`config.mk`:
```
export PLATFORM = sky130hd
export DESIGN_NAME = ffas_ctrl
export DESIGN_NICKNAME = d
export VERILOG_FILES = /design/src/rtl/ffas_pkg.sv /design/src/rtl/ffas_ctrl.sv
export SDC_FILE = /design/constraint.sdc
export NUM_CORES = 1
export LEC_CHECK = 0
export BUFFER_PORTS_ARGS = -buffer_cell sky130_fd_sc_hd__buf_2
export CAP_MARGIN = 40
export CORE_ASPECT_RATIO = 1.5
export CORE_MARGIN = 3
export CORE_UTILIZATION = 31
export DETAILED_ROUTE_END_ITERATION = 6
export PLACE_DENSITY_LB_ADDON = 0.15
export SLEW_MARGIN = 20
export SYNTH_ARGS = -nofsm -noshare
export SYNTH_HDL_FRONTEND = slang
export SYNTH_SLANG_ARGS = --single-unit
```
`constraint.sdc`:
```
create_clock -name clock -period 1.4 [get_ports clock]
set_input_delay 0.28 -clock clock [delete_from_list [all_inputs] [get_ports clock]]
set_output_delay 0.28 -clock clock [all_outputs]
set_load 0.05 [all_outputs]
```
`src/rtl/ffas_pkg.sv`:
```
package ffas_pkg;

   typedef enum logic [2:0] {
      ST_OK       = 3'd0,
      ST_NOFIT    = 3'd1,
      ST_TOOBIG   = 3'd2,
      ST_FULL     = 3'd3,
      ST_NOTFOUND = 3'd4
   } status_type;

   localparam logic OP_ALLOC = 1'b0;
   localparam logic OP_FREE  = 1'b1;

   // Controller to datapath
   typedef struct packed {
      logic load_req;     // capture request fields
      logic reset_table;  // reset table to one free block
      logic rd_issue;     // read entry at scan index (the datapath reads every cycle and ignores this)
      logic rem_start;    // start remainder unit on fetched entry
      logic eval;         // evaluate fetched entry (the datapath evaluates on rem_done and ignores this)
      logic wr_hit;       // rewrite entry at scan index
      logic wr_tail;      // append remainder entry
      logic set_free;     // mark entry at scan index free
      logic scan_next;    // advance scan index
      logic scan_clear;   // scan index back to zero
   } ffas_cmd_type;

   // Datapath to controller
   typedef struct packed {
      logic op_free;
      logic too_big;
      logic scan_end;     // scan index reached entry count
      logic rem_done;
      logic entry_match;  // free: entry matches
      logic entry_fit;    // alloc: entry fits
      logic exact_fit;
      logic table_full;
   } ffas_stat_type;

endpackage

```
`src/rtl/ffas_ctrl.sv`:
```
module ffas_ctrl (
   input  logic                    clock,
   input  logic                    reset,
   input  logic                    start,
   input  logic                    cfg_write,
   output logic                    busy,
   output ffas_pkg::ffas_cmd_type  cmd,
   input  ffas_pkg::ffas_stat_type stat,
   output logic                    rsp_valid,
   output ffas_pkg::status_type    rsp_status,
   output logic                    rsp_grant
);
   import ffas_pkg::*;

   typedef enum logic [3:0] {
      S_INIT, S_IDLE, S_CHECK, S_READ, S_LATCH, S_REM, S_DECIDE, S_WAIT, S_TAIL
   } state_type;

   state_type  state_ff, state_in;
   logic       valid_ff, valid_in;
   status_type status_ff, status_in;
   logic       grant_ff, grant_in;

   // Next state and commands
   always_comb begin
      state_in  = state_ff;
      valid_in  = 1'b0;
      status_in = status_ff;
      grant_in  = 1'b0;
      cmd       = '0;
      unique case (state_ff)
         S_INIT: begin
            cmd.reset_table = 1'b1;
            state_in        = S_IDLE;
         end
         S_IDLE: begin
            if (cfg_write) begin
               cmd.reset_table = 1'b1;
            end else if (start) begin
               cmd.load_req   = 1'b1;
               cmd.scan_clear = 1'b1;
               state_in       = S_CHECK;
            end
         end
         S_CHECK: begin
            if (!stat.op_free && stat.too_big) begin
               valid_in  = 1'b1;
               status_in = ST_TOOBIG;
               state_in  = S_IDLE;
            end else begin
               state_in = S_READ;
            end
         end
         S_READ: begin
            if (stat.scan_end) begin
               valid_in  = 1'b1;
               status_in = stat.op_free ? ST_NOTFOUND : ST_NOFIT;
               state_in  = S_IDLE;
            end else begin
               cmd.rd_issue = 1'b1;
               state_in     = S_LATCH;
            end
         end
         S_LATCH: begin
            cmd.rem_start = 1'b1;
            state_in      = stat.op_free ? S_DECIDE : S_REM;
         end
         S_REM: begin
            if (stat.rem_done) state_in = S_WAIT;
         end
         S_WAIT: begin
            state_in = S_DECIDE;
         end
         S_DECIDE: begin
            cmd.eval = 1'b1;
            if (stat.op_free) begin
               if (stat.entry_match) begin
                  cmd.set_free = 1'b1;
                  valid_in  = 1'b1;
                  status_in = ST_OK;
                  state_in  = S_IDLE;
               end else begin
                  cmd.scan_next = 1'b1;
                  state_in      = S_READ;
               end
            end else if (stat.entry_fit) begin
               if (stat.exact_fit) begin
                  cmd.wr_hit = 1'b1;
                  valid_in   = 1'b1;
                  status_in  = ST_OK;
                  grant_in   = 1'b1;
                  state_in   = S_IDLE;
               end else if (stat.table_full) begin
                  valid_in  = 1'b1;
                  status_in = ST_FULL;
                  state_in  = S_IDLE;
               end else begin
                  cmd.wr_hit = 1'b1;
                  state_in   = S_TAIL;
               end
            end else begin
               cmd.scan_next = 1'b1;
               state_in      = S_READ;
            end
         end
         S_TAIL: begin
            // append the remainder after the shrunk block
            cmd.wr_tail = 1'b1;
            valid_in    = 1'b1;
            status_in   = ST_OK;
            grant_in    = 1'b1;
            state_in    = S_IDLE;
         end
         default: state_in = S_IDLE;
      endcase
   end

   always_ff @(posedge clock) begin
      if (reset) begin
         state_ff  <= S_INIT;
         valid_ff  <= 1'b0;
         status_ff <= ST_OK;
         grant_ff  <= 1'b0;
      end else begin
         state_ff  <= state_in;
         valid_ff  <= valid_in;
         status_ff <= status_in;
         grant_ff  <= grant_in;
      end
   end

   assign busy       = (state_ff != S_IDLE) || reset;
   assign rsp_valid  = valid_ff;
   assign rsp_status = status_ff;
   assign rsp_grant  = grant_ff;
endmodule

```
# ---- Yosys cells after proc, flatten, opt, wreduce, memory -nomap -nowiden
# Cells that the tools add are included.
dict set report totals {
  ff_bits 9
  in_bits 12
  output_inout_bits 16
}
dict set report classes {
  eq_ne 17
  n_mux 52
  n_reduce_logical 7
}
# cell count
set op_table {}
lappend op_table {{$mux 4} 7}
lappend op_table {{$pmux 4 s7} 1}
lappend op_table {{$mux 3} 9}
lappend op_table {{$mux 1} 26}
lappend op_table {{$eq 4x3->1 const B} 4}
lappend op_table {{$pmux 3 s4} 1}
lappend op_table {{$mux 2} 5}
lappend op_table {{$ne 2x2->1 const B} 5}
lappend op_table {{$eq 4x2->1 const B} 2}
lappend op_table {{$ne 3x3->1 const B} 2}
lappend op_table {{$reduce_and 6->1} 1}
lappend op_table {{$eq 4x1->1 const B} 1}
lappend op_table {{$eq 4x4->1 const B} 1}
lappend op_table {{$logic_not 4->1} 1}
lappend op_table {{$ne 4x1->1 const B} 1}
lappend op_table {{$ne 4x4->1 const B} 1}
lappend op_table {{$pmux 1 s2} 2}
lappend op_table {{$pmux 1 s4} 1}
lappend op_table {{$reduce_bool 4->1} 1}
lappend op_table {{$reduce_and 3->1} 1}
lappend op_table {{$logic_and 1x1->1} 1}
lappend op_table {{$logic_not 1->1} 1}
lappend op_table {{$logic_or 1x1->1} 1}

# ---- Depth between registers and ports, before layout
# Gate-level depths: netlist (run 1).
dict set report logic_depth {
  word_depth 5
  mapped_depth 6
}

# ---- Worst setup path before layout (run 1)
# No wires, ideal clock.
dict set report synth_timing {
  path_kind {register -> output}
  start {reg state_ff[2]}
  end {out cmd[9] (netlist name)}
  t_arrival_ps 2707
  required_time_ps 1120
  path_slack_ps -1587
  stages_incl_launch_ff 5
  path_cell_list {dfxtp_1 buf_4 or2b_4 nor4_1 buf_4}
}
# item line
set synth_rtl {}
lappend synth_rtl {{start, declared} ffas_ctrl.sv:19} ;# state_type state_ff, state_in;
lappend synth_rtl {{start signal, assigned} ffas_ctrl.sv:125} ;# state_ff <= state_in;
lappend synth_rtl {{end, declared} ffas_ctrl.sv:7} ;# output ffas_pkg::ffas_cmd_type cmd,

# ---- Final worst setup path (run 1)
dict set report layout_timing {
  start {reg state_ff[0]}
  end {out busy}
}
dict set report layout_between {
  elab_chain_cells 2
}
# item line
set layout_rtl {}
lappend layout_rtl {{$ne 4x1->1} ffas_ctrl.sv:132} ;# assign busy = (state_ff != S_IDLE) || reset;
lappend layout_rtl {{$logic_or 1x1->1} ffas_ctrl.sv:132}
lappend layout_rtl {{end, declared} ffas_ctrl.sv:6} ;# output logic busy,
# Every way passes these cells.

==> impl_metrics.csv, run 1 <==
group,metric,value,unit
run,maxCapViolCount,0,
pwr,leakagePower,0.000656,uW
place,pre_cts_ws,-0.133,ns
clock_network,cts_buffers,3,
routing,via_per_inst,5.24,
critical_path,cp-end-kind,"output port",
routing,drtIter0Drc,12,
critical_path,cp-start-kind,"register",
pwr,p_comb_frac,0.356,
cells_and_area,fillers,169,
cells_and_area,syn2layout_area_growth,111,%
routing,detail-route-antenna-nets,0,
pwr,ir_drop,0.000375,V
status,status,"finished, violations left",
clock_network,cts-hold-fix-buffers,0,
floorplan,coreArea,0.00205,sq mm
pwr,switching_share,0.337,
cells_and_area,final_cell_mix,"25 x buf_4, 22 x buf_6, 16 x buf_2",
pwr,power,754,uW
critical_path,cp_max_fo,3,
floorplan,die_h,63.4,microns
floorplan,die_w,44.3,microns
synth,seq_area_frac_synth,0.264,
timing,fin_crit_sh,1.29,
timing,fmax,555,MHz
timing,slew-limit-headroom,0.778,
timing,max_slew.worst_pin.slew,0.331,ns
timing,rsz0062_at_grt,"yes",
routing,dr_total_vias,933,
global_routing,grt_pass1_wl,4.41,mm
pwr,p_sw,254,uW
routing,wl_per_cell,15.6,microns
floorplan,dieArea,0.00281,sq mm
place,gp_congestion,0.857,
synth,yosysWarnings,0,
global_routing,antenna_found_initial,0,
timing,fin_ws,-0.403,ns
cells_and_area,n_antenna_cell,0,
timing,drv_slew,0,
clock_network,clock-root-buffer,"clkbuf_4",
timing,setup_viol,17,
global_routing,track_usage,0.210,
critical_path,crit_arrival,1.52,ns
routing,drc,0,
clock_network,clkLatencyLatePin,0.27,ns
synth,synthCells,92,
synth,synth_nets,104,
synth,ys_seq_elements,9,
timing,fin_crit,1.80,ns
clock_network,cts_sinks,9,
critical_path,crit_path_start,"state_ff[0]",
global_routing,grt_max_degree,11,
place,hpwlAfterDp,1.80,mm
critical_path,crit_type,"register to output port",
clock_network,cts_tree,"built",
pwr,seq_power_share,0.351,
floorplan,io_pins,28,
global_routing,grt_pass1_vias,980,
clock_network,clk_pin_slew,0.07,ns
global_routing,grt-ovfl-total,0,
clock_network,cts_buffer_depth,2,
synth,syn_area_per_cell,7.41,sq um
cells_and_area,final_cells,178,
hold_path,hold_class,"input port to register",
place,dp.cells,162,
clock_network,htree_levels,1,
timing,finalHoldViolCount,0,
timing,finClkSkew,0.000419,ns
status,violations,"setup timing",
place,portBuffers,27,
floorplan,start_util,0.332,
routing,drt-pass1-iter-count,4,
cells_and_area,layout-drive-gt1-share,0.673,
routing,drt-total-wl,2.77,mm
critical_path,worstReg2RegStart,"state_ff[1]",
critical_path,cp.required,1.12,ns
synth,synth_area,682,sq um
synth,ys_types,35,
floorplan,num_rows,20,
pwr,pwr_density_cell,523,mW/mm^2
cells_and_area,nets,169,
pwr,internal_power,500,uW
pwr,pwr-share-clk,0.294,
timing,finalSetupTns,-3.73,ns
cells_and_area,final_common_cell,"buf_4",
hold_path,min_from,"stat[0]",
-- registers in the layout (all words and copies together), names as in the netlist --
| register | count |
|---|---|
| state_ff | 4 |
| rsp_status | 3 |
| rsp_grant | 1 |
| rsp_valid | 1 |
-- worst paths after layout --
check | to | slack (ns) | depth (start not counted)
setup / recovery | busy | -0.40 | 3
hold / removal | state_ff[3] | 0.30 | 3
setup reg to reg | rsp_status[1] | -0.16 | 6
hold reg to reg | rsp_status[2] | 0.56 | 3
-- synth_stat cells --
cell,number,area share
a2111oi_0,1,0.013
a211oi_1,1,0.011
a21boi_1,1,0.011
a21oi_1,8,0.059
a21oi_2,1,0.013
a22o_4,1,0.026
a22oi_1,1,0.011
a31oi_1,2,0.018
and2_1,1,0.0092
and3_1,1,0.0092
and4bb_1,1,0.018
buf_2,2,0.015
buf_4,2,0.022
buf_6,1,0.017
clkbuf_1,2,0.011
dfxtp_1,9,0.26
inv_1,4,0.022
mux2_4,1,0.022
mux2i_1,1,0.015
nand2_1,5,0.028
nand2b_1,5,0.046
nand3_1,3,0.022
nor2_1,10,0.055
nor2_4,1,0.017
nor2b_1,5,0.046
nor2b_2,1,0.013
nor3_1,4,0.029
nor4_1,3,0.028
nor4bb_1,1,0.015
o211ai_1,1,0.011
o21ai_0,4,0.029
o21ai_1,3,0.022
or2_1,3,0.028
or2b_4,1,0.017
or4_1,1,0.011
-- metal layers --
metal | part of all wire | GRT usage | vias to the layer above
met5 | 0 | 0 | -
met4 | 0.046 | 0.147 | 0
met3 | 0.048 | 0.0286 | 10
met2 | 0.53 | 0.358 | 37
met1 | 0.37 | 0.226 | 434
li1 | - | - | 452
-- worst max-delay path, stage by stage, from the launching register on --
cell	delay, ns
dfxtp_2	0.34
or2b_4	0.29
or4_4	0.44
buf_6	0.18
-- logic make-up after synthesis --
logic type | Yosys count | synth area share
and+or+nand+nor | 46 | 0.389
AOI/OAI and AO/OA | 24 | 0.224
muxes | 2 | 0.0367
DFF | 9 | 0.264
buffers and inverters | 11 | 0.0862
-- layout make-up --
| type | count | area [sq um] | share of cell area |
|---|---|---|---|
| clock buffers | 4 | 26.3 | 0.0182 |
| well taps | 22 | 27.5 | 0.0191 |
| multi-input cells | 72 | 604 | 0.419 |
| flip-flops and latches | 9 | 185 | 0.128 |
| repair buffers | 67 | 581 | 0.403 |
| inverters | 4 | 17.5 | 0.0122 |
-- power groups by stage --
stage	Sequential (uW)	Clock, uW	Combinational [uW]
finish	264	221	268
global route	264	234	283
CTS	264	218	236
detailed placement	269	0	189
global placement	269	0	189
floorplan	272	0	107
-- what timing repair did --
| action | in CTS | in global routing |
|---|---|---|
| endpoints found under the hold margin | 0 | 0 |
| buffers inserted | 9 | 4 |
| pin swaps | 10 | 11 |
| cloned | 0 | 0 |
| gates resized for setup | 57 | 15 |
| setup endpoints to repair | 15 | 18 |
-- metrics by stage --
stage / hold slack, ns / util / cell area (sq um)
after global placement: 0.522 / 0.523 / 1070
after detailed placement: 0.552 / 0.523 / 1070
final: 0.303 / 0.702 / 1440
after CTS: 0.301 / 0.657 / 1350
after global routing: 0.312 / 0.702 / 1440
after floorplan: 0.358 / - / 752
Power figures use the tool's default switching activity.
==> inputs of run 2 (changes only) <==
Clock period 1.4 ns to 1.8 ns, I/O delays scaled along.
==> run 2 against run 1 <==
Net effect:
- the flow still finishes with violations (setup timing)
- first-iteration DRC count up 17%
- global-route usage down 6.0 points
- count of clock-buffer cells in the layout unchanged
- core utilization down 22 points
- combinational power down 51%
- register-to-register slack better by 0.37 ns
- critical path depth unchanged
- sequential share of layout area up 5.8 points
- die area unchanged
- wire length down 29%
- design area down 32%
==> impl_metrics.csv, run 2 (synthesis gave the netlist of run 1 again) <==
group,metric,value,unit
routing,wl_per_cell,13.4,microns
floorplan,die_h,63.4,microns
pwr,p_comb_frac,0.265,
routing,detail-route-antenna-nets,0,
hold_path,holdPathEnd,"state_ff[3]",
routing,drt-pass1-iter-count,4,
cells_and_area,final_common_cell,"buf_2",
critical_path,regToRegSetupSlack,0.21,ns
clock_network,cts-hold-fix-buffers,0,
timing,fin_crit_sh,1.03,
floorplan,num_rows,20,
pwr,switching_share,0.318,
clock_network,clk_pin_slew,0.06,ns
floorplan,coreArea,0.00205,sq mm
floorplan,io_pins,28,
critical_path,path_cells,"or2b_4, or4_4, buf_6",
critical_path,cp_slowest_cell,"or4_4",
timing,fmax,541,MHz
status,violations,"setup timing",
critical_path,cp-start-kind,"register",
critical_path,path_buf_inv,1,
global_routing,grt_pass1_vias,766,
cells_and_area,nets,138,
timing,setup_viol,1,
critical_path,worstReg2RegStart,"state_ff[0]",
timing,finClkSkew,0.000185,ns
floorplan,start_util,0.332,
hold_path,holdPathStages,2,
critical_path,cp-end-kind,"output port",
status,status,"finished, violations left",
global_routing,track_usage,0.151,
critical_path,cp_max_fo,4,
cells_and_area,fillers,220,
critical_path,reg2regPathDepth,6,
clock_network,cts_buffers,3,
global_routing,antenna_found_initial,0,
hold_path,min_from,"stat[0]",
timing,drv_slew,0,
hold_path,hold_class,"input port to register",
critical_path,reg2reg_to,"rsp_status[1]",
clock_network,clock-root-buffer,"clkbuf_4",
global_routing,grt_max_degree,14,
clock_network,cts_tree,"built",
timing,fin_ws,-0.0478,ns
timing,fin_crit,1.85,ns
cells_and_area,final_cell_mix,"19 x buf_2, 12 x buf_4, 9 x nor2_1",
pwr,leakagePower,0.000426,uW
critical_path,cp.required,1.44,ns
pwr,pwr_density_cell,504,mW/mm^2
pwr,pwr-share-clk,0.320,
pwr,internal_power,339,uW
timing,slew-limit-headroom,0.792,
cells_and_area,regMostFlops,"state_ff",
timing,max_slew.worst_pin.slew,0.304,ns
place,portBuffers,27,
cells_and_area,n_antenna_cell,0,
critical_path,cpPeakStageDelay,0.42,ns
place,gp_congestion,0.851,
pwr,ir_drop,0.000336,V
cells_and_area,syn2layout_area_growth,44.6,%
timing,finalHoldViolCount,0,
routing,via_per_inst,5.29,
global_routing,grt-ovfl-total,0,
place,pre_cts_ws,0.144,ns
routing,dr_total_vias,777,
pwr,p_sw,158,uW
pwr,seq_power_share,0.416,
clock_network,cts_buffer_depth,2,
global_routing,grt_pass1_wl,3.30,mm
clock_network,cts_sinks,9,
critical_path,crit_arrival,1.49,ns
critical_path,crit_type,"register to output port",
routing,drt-total-wl,1.98,mm
timing,rsz0062_at_grt,"yes",
floorplan,dieArea,0.00281,sq mm
floorplan,die_w,44.3,microns
place,hpwlAfterDp,1.57,mm
clock_network,htree_levels,1,
run,maxCapViolCount,0,
cells_and_area,layout-drive-gt1-share,0.472,
routing,drtIter0Drc,14,
cells_and_area,fin_area,986,sq um
clock_network,clkLatencyLatePin,0.26,ns
cells_and_area,largest_reg_flops,4,
critical_path,crit_family,"simple AND/OR/NAND/NOR gates",
place,dpl_cell_area,895,sq um
routing,drc,0,
[run 2: changes by cell type in the layout (fill, tap and decap cells not counted), moves of 2 or more]
cell	change
buf_2	+3
buf_6	-18
o21ai_2	-2
a21oi_1	+2
buf_4	-13
buf_8	-3
nor2b_4	-2
nor2b_2	+2
nor3_2	+2
nand2_1	+2
nor3_4	-3
[run 2: metrics by stage]
| step | power, uW | utilization | TNS (ns) | cells | hold slack [ns] |
|---|---|---|---|---|---|
| after floorplan | 291 | - | -0.239 | 92 | 0.438 |
| after global placement | 330 | 0.436 | 0 | 142 | 0.525 |
| after detailed placement | 329 | 0.436 | 0 | 142 | 0.530 |
| after CTS | 497 | 0.468 | -0.0460 | 147 | 0.305 |
| after global routing | 523 | 0.480 | -0.0857 | 147 | 0.312 |
| final | 497 | 0.480 | -0.0478 | 147 | 0.314 |
[run 2: timing repair]
action	in CTS	in global routing
pin swaps	0	2
endpoints found under the setup margin	8	10
setup buffers	1	0
gates resized for setup	13	12
[run 2: worst max path at each step]
stage	end	depth (start not counted)	slack, ns	start
global placement	cmd[2]	5	0.14	state_ff[0]
detailed placement	cmd[2]	5	0.14	state_ff[0]
CTS	busy	3	-0.05	state_ff[0]
finish	busy	3	-0.05	state_ff[0]
floorplan	cmd[9]	4	-0.24	state_ff[2]
global route	busy	3	-0.07	state_ff[0]
[run 2: final cells by class]
type	count	area, sq um	share of cell area
well taps	22	27.5	0.0279
repair buffers	36	238	0.241
multi-input cells	72	492	0.499
clock buffers	4	26.3	0.0266
flip-flops and latches	9	184	0.187
inverters	4	18.8	0.0190
[run 2: layer usage]
layer	wire (microns)	vias to the layer above	global-route usage
li1	-	387	-
met4	21	0	0.0566
met2	1030	33	0.268
met5	0	-	0
met1	807	355	0.172
met3	117	2	0.0229
[run 2: power by group through the flow]
stage	registers (uW)	logic (uW)	clock network [uW]
2_1_floorplan	211	79.9	0
5_1_grt	207	144	173
3_5_place_dp	210	119	0
3_3_place_gp	210	120	0
6_report	207	132	159
4_1_cts	206	128	163
